--- src/hw/rtl/fsrs_pkg.sv ---
// shared types and constants of the frequency sweep rssi scanner
package fsrs_pkg;

    typedef logic signed [8:0] t_rssi;

    localparam t_rssi       EMPTY_RSSI   = -9'sd200;
    localparam logic [15:0] SETTLE_RESET = 16'd400;

    // input item kinds
    localparam logic [1:0] KIND_STEP = 2'd0;
    localparam logic [1:0] KIND_TICK = 2'd1;
    localparam logic [1:0] KIND_READ = 2'd2;
    localparam logic [1:0] KIND_NOP  = 2'd3;

    // per-bin phases
    localparam logic [1:0] PH_SET  = 2'd0;
    localparam logic [1:0] PH_ARM  = 2'd1;
    localparam logic [1:0] PH_WAIT = 2'd2;
    localparam logic [1:0] PH_READ = 2'd3;

    // result actions
    localparam logic [1:0] ACT_NONE   = 2'd0;
    localparam logic [1:0] ACT_SET    = 2'd1;
    localparam logic [1:0] ACT_STROBE = 2'd2;
    localparam logic [1:0] ACT_RSSI   = 2'd3;

    // register indexes
    localparam logic [1:0] REG_START  = 2'd0;
    localparam logic [1:0] REG_STEP   = 2'd1;
    localparam logic [1:0] REG_COUNT  = 2'd2;
    localparam logic [1:0] REG_SETTLE = 2'd3;

endpackage

--- src/hw/rtl/fsrs_ram.sv ---
// generic single-port-write ram with registered read
module fsrs_ram #(
    parameter int WIDTH = 9,
    parameter int DEPTH = 128,
    localparam int AW = (DEPTH > 1) ? $clog2(DEPTH) : 1
) (
    input  logic             i_clk,
    input  logic             i_we,
    input  logic [AW-1:0]    i_waddr,
    input  logic [WIDTH-1:0] i_wdata,
    input  logic [AW-1:0]    i_raddr,
    output logic [WIDTH-1:0] o_rdata
);

    logic [WIDTH-1:0] r_mem [DEPTH];
    logic [WIDTH-1:0] r_rdata;

    always_ff @(posedge i_clk) begin
        if (i_we) begin
            r_mem[i_waddr] <= i_wdata;
        end
        r_rdata <= r_mem[i_raddr];
    end

    assign o_rdata = r_rdata;

endmodule

--- src/hw/rtl/frequency_sweep_rssi_scanner_core.sv ---
// top level of the frequency sweep rssi scanner: sequencer, row and snapshot stores
//
//   channel  direction  handshake                 payload
//   in       input      i_in_valid / o_in_ready   kind, bin_select, clear_ready, in_band, rssi
//   out      output     o_out_valid / i_out_ready action, freq, bin, ready, row, peak, last
//   cfg      input      apb psel/penable/pwrite   paddr[3:0], pwdata, prdata, pready
//
// step, tick and no-op items load their result directly; a snapshot read first waits
// in S_RDWAIT for the registered read of the snapshot ram.
// the step that passes the last bin starts a copy of the row ram into the snapshot
// ram, one entry a cycle through the ram read port, with the input not ready through
// S_COPY and S_DRAIN. reset and every config write start a clearing pass over both
// rams, MAX_BINS entries, with no input taken. a stalled output holds off the next item.
module frequency_sweep_rssi_scanner_core #(
    parameter int MAX_BINS = 128
) (
    input  logic        i_clk,
    input  logic        i_rst_n,
    // input items
    input  logic        i_in_valid,
    output logic        o_in_ready,
    input  logic [1:0]  i_kind,
    input  logic [6:0]  i_bin_select,
    input  logic        i_clear_ready,
    input  logic        i_in_band,
    input  logic signed [8:0] i_rssi_level,
    // result items
    output logic        o_out_valid,
    input  logic        i_out_ready,
    output logic [1:0]  o_action,
    output logic [31:0] o_freq_hz,
    output logic [6:0]  o_current_bin,
    output logic        o_row_ready,
    output logic signed [8:0] o_row_value,
    output logic        o_peak_valid,
    output logic [31:0] o_peak_freq,
    output logic signed [8:0] o_peak_rssi,
    output logic        o_last_valid,
    output logic [31:0] o_last_freq,
    output logic signed [8:0] o_last_rssi,
    // configuration
    input  logic        psel,
    input  logic        penable,
    input  logic        pwrite,
    input  logic [3:0]  paddr,
    input  logic [31:0] pwdata,
    output logic [31:0] prdata,
    output logic        pready
);

    localparam int AW = (MAX_BINS > 1) ? $clog2(MAX_BINS) : 1;

    localparam logic [2:0] S_CLEAR  = 3'd0;
    localparam logic [2:0] S_IDLE   = 3'd1;
    localparam logic [2:0] S_RDWAIT = 3'd2;
    localparam logic [2:0] S_COPY   = 3'd3;
    localparam logic [2:0] S_DRAIN  = 3'd4;

    // configuration registers
    logic [31:0] r_start, n_start;
    logic [31:0] r_step, n_step;
    logic [7:0]  r_bin_count, n_bin_count;
    logic [15:0] r_settle_ticks, n_settle_ticks;

    // control
    logic [2:0]    r_state, n_state;
    logic [AW-1:0] r_clr_addr, n_clr_addr;
    logic [7:0]    r_cp_idx, n_cp_idx;
    logic          r_cp_wen;
    logic [AW-1:0] r_cp_waddr;
    logic [1:0]    r_phase, n_phase;
    logic [7:0]    r_bin, n_bin;
    logic [15:0]   r_settle, n_settle;
    logic [31:0]   r_freq, n_freq;
    logic          r_ready, n_ready;
    logic          r_best_valid, n_best_valid;
    logic [31:0]   r_best_freq, n_best_freq;
    fsrs_pkg::t_rssi r_best_rssi, n_best_rssi;
    logic          r_rec_valid, n_rec_valid;
    logic [31:0]   r_rec_freq, n_rec_freq;
    fsrs_pkg::t_rssi r_rec_rssi, n_rec_rssi;
    logic          r_rd_inrange, n_rd_inrange;
    logic          r_rd_ready, n_rd_ready;
    logic          r_out_valid, n_out_valid;

    // output payload
    logic [1:0]  r_out_action, n_out_action;
    logic [31:0] r_out_freq, n_out_freq;
    logic [6:0]  r_out_bin, n_out_bin;
    logic        r_out_rready, n_out_rready;
    fsrs_pkg::t_rssi r_out_row, n_out_row;
    logic        out_load;

    // ram ports
    logic            row_we, snap_we;
    logic [AW-1:0]   row_waddr, snap_waddr, row_raddr, snap_raddr;
    fsrs_pkg::t_rssi row_wdata, snap_wdata, row_rdata, snap_rdata;

    logic       cfg_we, accept, do_adv, wrap;
    logic [7:0] n_bins;

    assign pready = 1'b1;
    assign cfg_we = psel & penable & pwrite;
    assign o_in_ready = (r_state == S_IDLE) && (!r_out_valid || i_out_ready);
    assign accept = i_in_valid & o_in_ready;

    assign n_bins = (32'(r_bin_count) > 32'(MAX_BINS)) ? 8'(MAX_BINS) : r_bin_count;
    assign wrap = ({1'b0, r_bin} + 9'd1) >= {1'b0, n_bins};

    assign row_raddr  = AW'(r_cp_idx);
    assign snap_raddr = AW'(i_bin_select);

    always_comb begin
        unique case (paddr[3:2])
            fsrs_pkg::REG_START:  prdata = r_start;
            fsrs_pkg::REG_STEP:   prdata = r_step;
            fsrs_pkg::REG_COUNT:  prdata = {24'd0, r_bin_count};
            fsrs_pkg::REG_SETTLE: prdata = {16'd0, r_settle_ticks};
            default:              prdata = 32'd0;
        endcase
    end

    always_comb begin
        n_start        = r_start;
        n_step         = r_step;
        n_bin_count    = r_bin_count;
        n_settle_ticks = r_settle_ticks;
        n_state        = r_state;
        n_clr_addr     = r_clr_addr;
        n_cp_idx       = r_cp_idx;
        n_phase        = r_phase;
        n_bin          = r_bin;
        n_settle       = r_settle;
        n_freq         = r_freq;
        n_ready        = r_ready;
        n_best_valid   = r_best_valid;
        n_best_freq    = r_best_freq;
        n_best_rssi    = r_best_rssi;
        n_rec_valid    = r_rec_valid;
        n_rec_freq     = r_rec_freq;
        n_rec_rssi     = r_rec_rssi;
        n_rd_inrange   = r_rd_inrange;
        n_rd_ready     = r_rd_ready;
        do_adv         = 1'b0;
        out_load       = 1'b0;
        n_out_action   = fsrs_pkg::ACT_NONE;
        n_out_freq     = r_freq;
        n_out_rready   = r_ready;
        n_out_row      = '0;
        row_we         = 1'b0;
        row_waddr      = AW'(r_bin);
        row_wdata      = i_rssi_level;
        snap_we        = r_cp_wen;
        snap_waddr     = r_cp_waddr;
        snap_wdata     = row_rdata;

        unique case (r_state)
            S_CLEAR: begin
                row_we     = 1'b1;
                row_waddr  = r_clr_addr;
                row_wdata  = fsrs_pkg::EMPTY_RSSI;
                snap_we    = 1'b1;
                snap_waddr = r_clr_addr;
                snap_wdata = fsrs_pkg::EMPTY_RSSI;
                n_clr_addr = r_clr_addr + AW'(1);
                if (r_clr_addr == AW'(MAX_BINS - 1)) begin
                    n_state = S_IDLE;
                end
            end
            S_IDLE: begin
                if (accept) begin
                    unique case (i_kind)
                        fsrs_pkg::KIND_STEP: begin
                            out_load = 1'b1;
                            if (n_bins != 8'd0) begin
                                unique case (r_phase)
                                    fsrs_pkg::PH_SET: begin
                                        if (!i_in_band) begin
                                            do_adv = 1'b1;
                                        end else begin
                                            n_out_action = fsrs_pkg::ACT_SET;
                                            n_phase      = fsrs_pkg::PH_ARM;
                                        end
                                    end
                                    fsrs_pkg::PH_ARM: begin
                                        n_out_action = fsrs_pkg::ACT_STROBE;
                                        n_settle     = r_settle_ticks;
                                        n_phase      = fsrs_pkg::PH_WAIT;
                                    end
                                    fsrs_pkg::PH_WAIT: begin
                                        if (r_settle == 16'd0) begin
                                            n_phase = fsrs_pkg::PH_READ;
                                        end
                                    end
                                    default: begin
                                        n_out_action = fsrs_pkg::ACT_RSSI;
                                        n_rec_valid  = 1'b1;
                                        n_rec_freq   = r_freq;
                                        n_rec_rssi   = i_rssi_level;
                                        row_we       = 1'b1;
                                        // ties keep the earlier reading
                                        if (!r_best_valid || (i_rssi_level > r_best_rssi)) begin
                                            n_best_valid = 1'b1;
                                            n_best_freq  = r_freq;
                                            n_best_rssi  = i_rssi_level;
                                        end
                                        do_adv  = 1'b1;
                                        n_phase = fsrs_pkg::PH_SET;
                                    end
                                endcase
                            end
                        end
                        fsrs_pkg::KIND_TICK: begin
                            out_load = 1'b1;
                            if (r_settle != 16'd0) begin
                                n_settle = r_settle - 16'd1;
                            end
                        end
                        fsrs_pkg::KIND_READ: begin
                            n_state      = S_RDWAIT;
                            n_rd_inrange = 32'(i_bin_select) < 32'(MAX_BINS);
                            n_rd_ready   = r_ready;
                            if (i_clear_ready) begin
                                n_ready = 1'b0;
                            end
                        end
                        default: begin
                            out_load = 1'b1;
                        end
                    endcase
                    if (do_adv) begin
                        if (wrap) begin
                            // sweep done: copy the row into the snapshot
                            n_bin    = 8'd0;
                            n_freq   = r_start;
                            n_ready  = 1'b1;
                            n_state  = S_COPY;
                            n_cp_idx = 8'd0;
                        end else begin
                            n_bin  = r_bin + 8'd1;
                            n_freq = r_freq + r_step;
                        end
                    end
                end
            end
            S_RDWAIT: begin
                out_load     = 1'b1;
                n_out_rready = r_rd_ready;
                n_out_row    = r_rd_inrange ? snap_rdata : fsrs_pkg::EMPTY_RSSI;
                n_state      = S_IDLE;
            end
            S_COPY: begin
                n_cp_idx = r_cp_idx + 8'd1;
                if (r_cp_idx == (n_bins - 8'd1)) begin
                    n_state = S_DRAIN;
                end
            end
            S_DRAIN: begin
                n_state = S_IDLE;
            end
            default: begin
                n_state = S_CLEAR;
            end
        endcase

        if (cfg_we) begin
            unique case (paddr[3:2])
                fsrs_pkg::REG_START:  n_start        = pwdata;
                fsrs_pkg::REG_STEP:   n_step         = pwdata;
                fsrs_pkg::REG_COUNT:  n_bin_count    = pwdata[7:0];
                fsrs_pkg::REG_SETTLE: n_settle_ticks = pwdata[15:0];
                default:              n_start        = r_start;
            endcase
            n_state      = S_CLEAR;
            n_clr_addr   = '0;
            n_phase      = fsrs_pkg::PH_SET;
            n_bin        = 8'd0;
            n_settle     = 16'd0;
            n_freq       = n_start;
            n_ready      = 1'b0;
            n_best_valid = 1'b0;
            n_best_freq  = 32'd0;
            n_best_rssi  = fsrs_pkg::EMPTY_RSSI;
            n_rec_valid  = 1'b0;
            n_rec_freq   = 32'd0;
            n_rec_rssi   = '0;
        end

        n_out_bin   = out_load && (r_state == S_IDLE) ? n_bin[6:0] : r_bin[6:0];
        n_out_valid = out_load | (r_out_valid & ~i_out_ready);
    end

    always_ff @(posedge i_clk) begin
        if (!i_rst_n) begin
            r_start        <= 32'd0;
            r_step         <= 32'd0;
            r_bin_count    <= 8'd0;
            r_settle_ticks <= fsrs_pkg::SETTLE_RESET;
            r_state        <= S_CLEAR;
            r_clr_addr     <= '0;
            r_cp_idx       <= 8'd0;
            r_cp_wen       <= 1'b0;
            r_phase        <= fsrs_pkg::PH_SET;
            r_bin          <= 8'd0;
            r_settle       <= 16'd0;
            r_freq         <= 32'd0;
            r_ready        <= 1'b0;
            r_best_valid   <= 1'b0;
            r_best_freq    <= 32'd0;
            r_best_rssi    <= fsrs_pkg::EMPTY_RSSI;
            r_rec_valid    <= 1'b0;
            r_rec_freq     <= 32'd0;
            r_rec_rssi     <= '0;
            r_rd_inrange   <= 1'b0;
            r_rd_ready     <= 1'b0;
            r_out_valid    <= 1'b0;
        end else begin
            r_start        <= n_start;
            r_step         <= n_step;
            r_bin_count    <= n_bin_count;
            r_settle_ticks <= n_settle_ticks;
            r_state        <= n_state;
            r_clr_addr     <= n_clr_addr;
            r_cp_idx       <= n_cp_idx;
            r_cp_wen       <= (r_state == S_COPY);
            r_phase        <= n_phase;
            r_bin          <= n_bin;
            r_settle       <= n_settle;
            r_freq         <= n_freq;
            r_ready        <= n_ready;
            r_best_valid   <= n_best_valid;
            r_best_freq    <= n_best_freq;
            r_best_rssi    <= n_best_rssi;
            r_rec_valid    <= n_rec_valid;
            r_rec_freq     <= n_rec_freq;
            r_rec_rssi     <= n_rec_rssi;
            r_rd_inrange   <= n_rd_inrange;
            r_rd_ready     <= n_rd_ready;
            r_out_valid    <= n_out_valid;
        end
    end

    always_ff @(posedge i_clk) begin
        r_cp_waddr <= AW'(r_cp_idx);
        if (out_load) begin
            r_out_action <= n_out_action;
            r_out_freq   <= n_out_freq;
            r_out_bin    <= n_out_bin;
            r_out_rready <= n_out_rready;
            r_out_row    <= n_out_row;
        end
    end

    // peak and last fields follow the live state; it moves when a reading is stored and a config write clears it
    assign o_out_valid   = r_out_valid;
    assign o_action      = r_out_action;
    assign o_freq_hz     = r_out_freq;
    assign o_current_bin = r_out_bin;
    assign o_row_ready   = r_out_rready;
    assign o_row_value   = r_out_row;
    assign o_peak_valid  = r_best_valid;
    assign o_peak_freq   = r_best_freq;
    assign o_peak_rssi   = r_best_rssi;
    assign o_last_valid  = r_rec_valid;
    assign o_last_freq   = r_rec_freq;
    assign o_last_rssi   = r_rec_rssi;

    fsrs_ram #(
        .WIDTH(9),
        .DEPTH(MAX_BINS)
    ) u_row_ram (
        .i_clk  (i_clk),
        .i_we   (row_we),
        .i_waddr(row_waddr),
        .i_wdata(row_wdata),
        .i_raddr(row_raddr),
        .o_rdata(row_rdata)
    );

    fsrs_ram #(
        .WIDTH(9),
        .DEPTH(MAX_BINS)
    ) u_snap_ram (
        .i_clk  (i_clk),
        .i_we   (snap_we),
        .i_waddr(snap_waddr),
        .i_wdata(snap_wdata),
        .i_raddr(snap_raddr),
        .o_rdata(snap_rdata)
    );

    // the copy never races a reading being stored
    a_copy_no_row_write: assert property (@(posedge i_clk) disable iff (!i_rst_n)
        (r_state == S_COPY) |-> !row_we)
        else $error("row write during snapshot copy");

    // a peak reading implies a last reading
    a_peak_has_last: assert property (@(posedge i_clk) disable iff (!i_rst_n)
        r_best_valid |-> r_rec_valid)
        else $error("peak valid without last reading");

    // the bin index stays inside the active sweep
    a_bin_in_range: assert property (@(posedge i_clk) disable iff (!i_rst_n)
        ((r_state == S_IDLE) && (n_bins != 8'd0)) |-> (r_bin < n_bins))
        else $error("bin index beyond bin count");

    // a snapshot read loads its result on the following cycle
    a_read_result: assert property (@(posedge i_clk) disable iff (!i_rst_n)
        (accept && (i_kind == fsrs_pkg::KIND_READ) && !cfg_we) |=> r_out_valid == 1'b0 && out_load)
        else $error("snapshot read result not loaded");

endmodule

--- config.mk ---
export PLATFORM = sky130hd
export DESIGN_NAME = frequency_sweep_rssi_scanner_core
export DESIGN_NICKNAME = d
export VERILOG_FILES = /design/src/hw/rtl/fsrs_pkg.sv /design/src/hw/rtl/fsrs_ram.sv /design/src/hw/rtl/frequency_sweep_rssi_scanner_core.sv
export SDC_FILE = /design/constraint.sdc
export NUM_CORES = 2
export LEC_CHECK = 0
export BUFFER_PORTS_ARGS = -buffer_cell sky130_fd_sc_hd__buf_2
export CAP_MARGIN = 20
export CORE_UTILIZATION = 25
export DETAILED_ROUTE_END_ITERATION = 8
export GPL_TIMING_DRIVEN = 0
export PLACE_DENSITY_LB_ADDON = 0.12
export SYNTH_ARGS = -nofsm -noshare
export SYNTH_HDL_FRONTEND = slang
export SYNTH_HIERARCHICAL = 1
export SYNTH_SLANG_ARGS = --single-unit
--- constraint.sdc ---
create_clock -name i_clk -period 5.3 [get_ports i_clk]
set_input_delay 0.53 -clock i_clk [delete_from_list [all_inputs] [get_ports i_clk]]
set_output_delay 0.53 -clock i_clk [all_outputs]
set_load 0.01 [all_outputs]
**After elaboration in Yosys (flattened, before gate mapping)**

Memory sizes are Yosys's and may differ from the RTL's. A register that Yosys moved wholly into a read port is not among the register bits.
Index checks and enable logic that the tools add are counted.

- Input bits: 63
- Flip-flop bits (word level): 311
- Memories: 2
- Memory bits (writable): 2304
- Output and inout bits: 170
- Logic and storage cells: 173

Memories:

| memory | depth | width | rd ports | clocked after Yosys merged registers in | write ports | line | text |
|---|---|---|---|---|---|---|---|
| u_row_ram.r_mem | 128 | 9 | 1 | 1 | 1 | fsrs_ram.sv:15 | `logic [WIDTH-1:0] r_mem [DEPTH];` |
| u_snap_ram.r_mem | 128 | 9 | 1 | 1 | 1 | fsrs_ram.sv:15 |  |

- Equality and inequality tests: 23
- Multiplexer cells: 63
- Reduce and logical (&&, ||, !) cells: 37
- $add $sub $neg: 7
- Magnitude comparators: 3
- Bitwise logic cells: 8

Operators with widths:

| operator | count |
|---|---|
| $mux 32 | 6 |
| $pmux 32 s4 | 1 |
| $mux 7 | 7 |
| $mux 16 | 3 |
| $mux 8 | 5 |
| $add 32x32->32 | 1 |
| $pmux 16 s2 | 1 |
| $mux 9 | 3 |
| $mux 1 | 22 |
| $ne 2x2->1 const B | 10 |
| $mux 3 | 6 |
| $reduce_and 6->1 | 3 |
| $add 8x1->8 const B | 2 |
| $logic_not 16->1 | 1 |
| $pmux 8 s2 | 1 |
| $reduce_bool 16->1 | 1 |
| $sub 16x1->16 const B | 1 |
| $pmux 2 s3 | 2 |
| $pmux 3 s4 | 1 |
| $reduce_and 3->1 | 4 |
| $reduce_and 2->1 | 5 |
| $reduce_bool 2->1 | 5 |
| $add 8x1->9 const B | 1 |
| $ge 9x8->1 | 1 |
| other kinds (26) | 48 |

**Longest topological paths before layout**

- Depth in word-level cells: 12
- Depth in mapped cells: 15
- Depth with buffers taken out: 12

**Modules after synthesis**

The synthesis kept the hierarchy.

By module, submodules not included:

| module | area an instance (µm²) | instances | cells an instance | sequential area each (µm²) |
|---|---|---|---|---|
| fsrs_ram | 44529.0 | 2 | 1816 | 34773.4 |
| frequency_sweep_rssi_scanner_core | 15372.2 | 1 | 1868 | 6736.5 |

**Worst setup path before layout**

OpenSTA, ideal clock, no wires.

- Path type: reg2reg
- From: register r_state[2]
- To: memory u_row_ram.r_mem[0][0] (data pin)
- Arrival time: 3720 ps
- Stages on the path, launching flop included: 4
- Setup time: 798 ps
- Clock period less this slack: 4518 ps
- Path buffers: 1
- Data required time: 4502 ps
- Setup slack: 782 ps
- Path through: dfxtp_1 > nor3_1 > clkbuf_1 > nor2_1

- Cells in the longest elaborated chain, start to end: 2

Ends and longest elaborated chain:

| element | line | text |
|---|---|---|
| start, declared | frequency_sweep_rssi_scanner_core.sv:66 | `logic [2:0] r_state, n_state;` |
| start signal, assigned | frequency_sweep_rssi_scanner_core.sv:322 | `r_state <= n_state;` |
| $logic_not 3->1 | frequency_sweep_rssi_scanner_core.sv:157 | `unique case (r_state)` |
| $mux 9 | frequency_sweep_rssi_scanner_core.sv:157 |  |
| net row_wdata[0] | frequency_sweep_rssi_scanner_core.sv:97 | `fsrs_pkg::t_rssi row_wdata, snap_wdata, row_rdata, snap_rdata;` |
| end, declared | fsrs_ram.sv:15 |  |

The timed path passes the listed nets, and every way through them passes these cells.

**Worst setup path after layout**

- From: register r_state[0]
- To: memory u_snap_ram.r_mem[45][5] (enable)

- Elaborated cells between the ends (all ways): 5
- Classes of those cells: mux (4); reduce/logical (1)

RTL lines:

| element | line | text |
|---|---|---|
| $logic_not 3->1 | frequency_sweep_rssi_scanner_core.sv:157 |  |
| $mux 7 | frequency_sweep_rssi_scanner_core.sv:157 |  |
| net snap_waddr[2] | frequency_sweep_rssi_scanner_core.sv:96 | `logic [AW-1:0] row_waddr, snap_waddr, row_raddr, snap_raddr;` |
| end, declared | fsrs_ram.sv:15 |  |

The timed path passes the listed nets, and every way through them passes these cells.

==> metrics.md <==
| Metric | Value |
|---|---|
| CP Cell Sequence | buf_4 -> nor3_1 -> clkbuf_1 -> nand2_1 -> nand2_1 -> clkbuf_1 -> nor2b_1 -> nand3_1 -> clkbuf_2 -> nor2_1 |
| DRC Markers | 0 |
| DR iter-0 viols | 4,918 |
| CTS buffer count | 311 |
| Highest-count cells in the layout ignoring fill and taps | edfxtp_1 (2,355), mux4_2 (764), nand2_1 (462) |
| Fin crit share | 0.9705 |
| Clk buf depth | 4 |
| Combinational family with the most area after synthesis | multiplexers |
| Number of synthesized flops with an enable pin | 2,355 |
| Die Height | 648.3 um |
| Die X | 648.3 um |
| Mapped Cells | 5,500 |
| Clk root buf | clkbuf_16 |
| Sequential share of the synthesized area | 0.7305 |
| Synthesized area | 104,400 sq um |
| Fmax | 194.4 MHz |
| Vias | 55,895 |
| Crit Path Max Fanout | 10 |
| Sw frac | 0.2177 |
| Status | finished, final reports clean |
| Number of antenna violations at the first check in global routing | 38 |
| Worst IR Drop VDD | 0.0002230 V |
| Slowest cell on the critical path | nor2_1 |
| Net Sw Power | 9.800 mW |
| Starting density of the core | 0.2519 |
| First-pass GRT wire length | 475,400 um |
| Global placement routability congestion | 0.8487 |
| Ranking of synthesized cells by area | edfxtp_1 (68%), mux4_2 (16%), dfxtp_1 (5.3%) |
| # setup viols final | 0 |
| Antenna viol nets, final | 0 |
| HPWL Detailed | 241,600 um |
| Hold slack | 0.1368 ns |
| Slew Viols, Final | 0 |
| DR vias/cell | 4.693 |
| Setup crit end kind | register |
| Worst Path Arrival | 5.67 ns |
| DRT Pass-1 Iters | 6 |
| Setup CP Type | reg2reg |
| Met2 usage | 0.2687 |
| Clock share of power | 0.469 |
| Clock latency at the later pin of the worst-skew pair | 0.92 ns |
| Sinks on Clock Net | 2,633 |
| All-layer global routing usage | 0.1623 |
| Gr busiest metal | met2 |
| IO Pins | 233 |
| Min-delay worst type | in2reg |
| RSZ-0062 raised after global routing | true |
| Combinational fraction of design power | 0.033 |
| Synth top area share | 0.6772 |
| CP max stage delay | 0.96 ns |
| Sequential Power Share | 0.498 |
| Multiplexer area fraction after synthesis | 0.1718 |
| Remaining global-route overflow | 0 |
| IO Port Bufs | 221 |
| Synth Area in Compound Gates | 0.02784 |
| Adder-Cell Fraction of Synth Area | 0.007021 |
| Post-Synth Simple-Gate Area | 0.04534 |
| PD cells | 359.5 nW/um^2 |
| Pin count of the biggest net entering global routing | 81 |
| Top_reg_cell synth | edfxtp_1 |
| MaxCap Viol Count | 0 |
| Internal | 35.22 mW |
| Full die area | 420,300 sq um |
| Wire per inst | 29.11 um |
| Hold Vio Cnt, Final | 0 |
| Post-synth ARST share | 0 |
| Xor and xnor area share after synthesis | 0.003487 |
| Slew @ Worst Pin | 1.298 ns |
| Design Area, Final | 125,200 sq um |
| Layout net count | 6,291 |
| Met3 Resource Use GR | 0.03152 |
| Utilization after layout | 0.3021 |
| Layout cell share with drive strength beyond 1 | 0.2755 |
| Vias in the first global route | 57,282 |
| Total power | 45.02 mW |
| Worst-path clk slew | 0.07 ns |
| Commonest non-fill, non-tap cell in the layout | edfxtp_1 |
| CP required | 5.82 ns |
| Core area | 414,600 sq um |
| Synth-to-layout area growth | 19.92% |
| Setup Skew | 0.04639 ns |
| Setup Buffers After CTS | 0 |
| Met1 Usage GRT | 0.2139 |
| Slew HR | 0.1349 |
| Setup TNS | 0 ns |
| Dpl cell area | 114,000 sq um |
| Syn avg cell area | 18.99 sq um |
| Synth warn | 6 |
| Cell variety after synth | 79 |
| Lkg Pwr | 38.68 nW |
| Total wire length | 346,700 um |
| Startpoint class of the critical path | register |
| Syn nets | 5,621 |
| Min cycle time layout | 5.144 ns |
| CTS HTree Levels | 5 |
| CTS tree | done |
| Cell Rows | 236 |
| Area leader, netlist | edfxtp_1 |
| Synthesis-stage register bit count | 2,633 |
==> power groups by stage <==
stage               registers (mW)  logic, mW  clock network, mW
floorplan                     22.8      0.762                  0
global placement              22.9       1.43                  0
detailed placement            22.9       1.45                  0
CTS                           22.4       1.50               21.8
global route                  22.4       1.55               22.5
finish                        22.4       1.48               21.1
==> cells by family after synthesis <==
family	Yosys count
flops	2633
buf+inv	340
fa+ha+maj	58
xor+xnor	40
other cells	1
simple gates	1098
compound gates	495
mux	835
==> synthesized netlist by cell type (10+ instances only) <==
cell type	instances
edfxtp_1	2355
mux4_2	764
nand2_1	463
nor2_1	349
dfxtp_1	278
a21oi_1	217
clkbuf_1	197
o21ai_0	133
nand3_1	89
ha_1	57
mux2i_1	51
buf_1	45
nor3_1	45
buf_2	34
inv_1	29
nand2b_1	27
buf_4	26
nor2b_1	23
xor2_1	23
mux2_2	20
a21o_1	19
and2_1	18
and3_1	16
nand4_1	16
or3_1	16
xnor2_1	16
a31oi_1	15
a41oi_1	12
a211oi_1	10
==> per-stage QoR <==
stage / setup slack (ns) / cells
6_report: 0.1565 / 11910
5_1_grt: -0.1134 / 11907
4_1_cts: 0.003252 / 11881
3_5_place_dp: -1.692 / 11273
3_3_place_gp: -4.310 / 11195
2_1_floorplan: 0.7820 / 5500
==> timing repair <==
action | 4_1_cts | 5_1_grt
hold buffers | 44 | 0
gates resized for setup | 170 | 23
endpoints found under the setup margin | 1129 | 567
endpoints found under the hold margin | 121 | 0
==> path summary, 6_finish.rpt <==
kind | from | endpoint | slack [ns] | cells past startpoint
hold / removal | i_rst_n | n_out_freq[26] | 0.14 | 3
setup / recovery | r_state[0] | u_snap_ram/r_mem[45][5] | 0.16 | 10
hold reg to reg | o_last_freq[13] | o_last_freq[13] | 0.45 | 2
setup reg to reg | r_state[0] | u_snap_ram/r_mem[45][5] | 0.16 | 10
==> final cells by class <==
class / instances / area, sq um
fill: 40699 / 289300
sequential: 2633 / 76280
multi-input combinational: 2527 / 27540
clock buffer: 400 / 8347
tap: 5474 / 6849
timing repair buffer: 358 / 3064
clock inverter: 164 / 1593
buffer: 307 / 1391
inverter: 32 / 120.1
antenna: 15 / 37.54
==> layer usage <==
metal / vias up / routed length (um)
met5: - / 82
met4: 12 / 11300
met3: 476 / 19030
met2: 1580 / 167000
met1: 30095 / 149300
li1: 23732 / -
==> state kept, by name (all words and copies together) (netlist names), 8 cells and up <==
register / cells
n_out_freq: 32
o_freq_hz: 32
o_last_freq: 32
o_last_rssi: 9
o_peak_freq: 32
o_peak_rssi: 9
o_row_value: 9
r_bin: 8
r_bin_count: 8
r_cp_idx: 8
r_settle: 16
r_settle_ticks: 16
r_start: 32
r_step: 32
u_row_ram/o_rdata: 9
u_row_ram/r_mem: 1152
u_snap_ram/o_rdata: 9
u_snap_ram/r_mem: 1152
==> worst max-delay path, delay by kind of cell (launching register included) <==
family        cells  cell delay, ns
buf+inv           4            1.74
flops             1            0.30
simple gates      6            2.69
No activity file was read; power rests on OpenSTA's default activity.
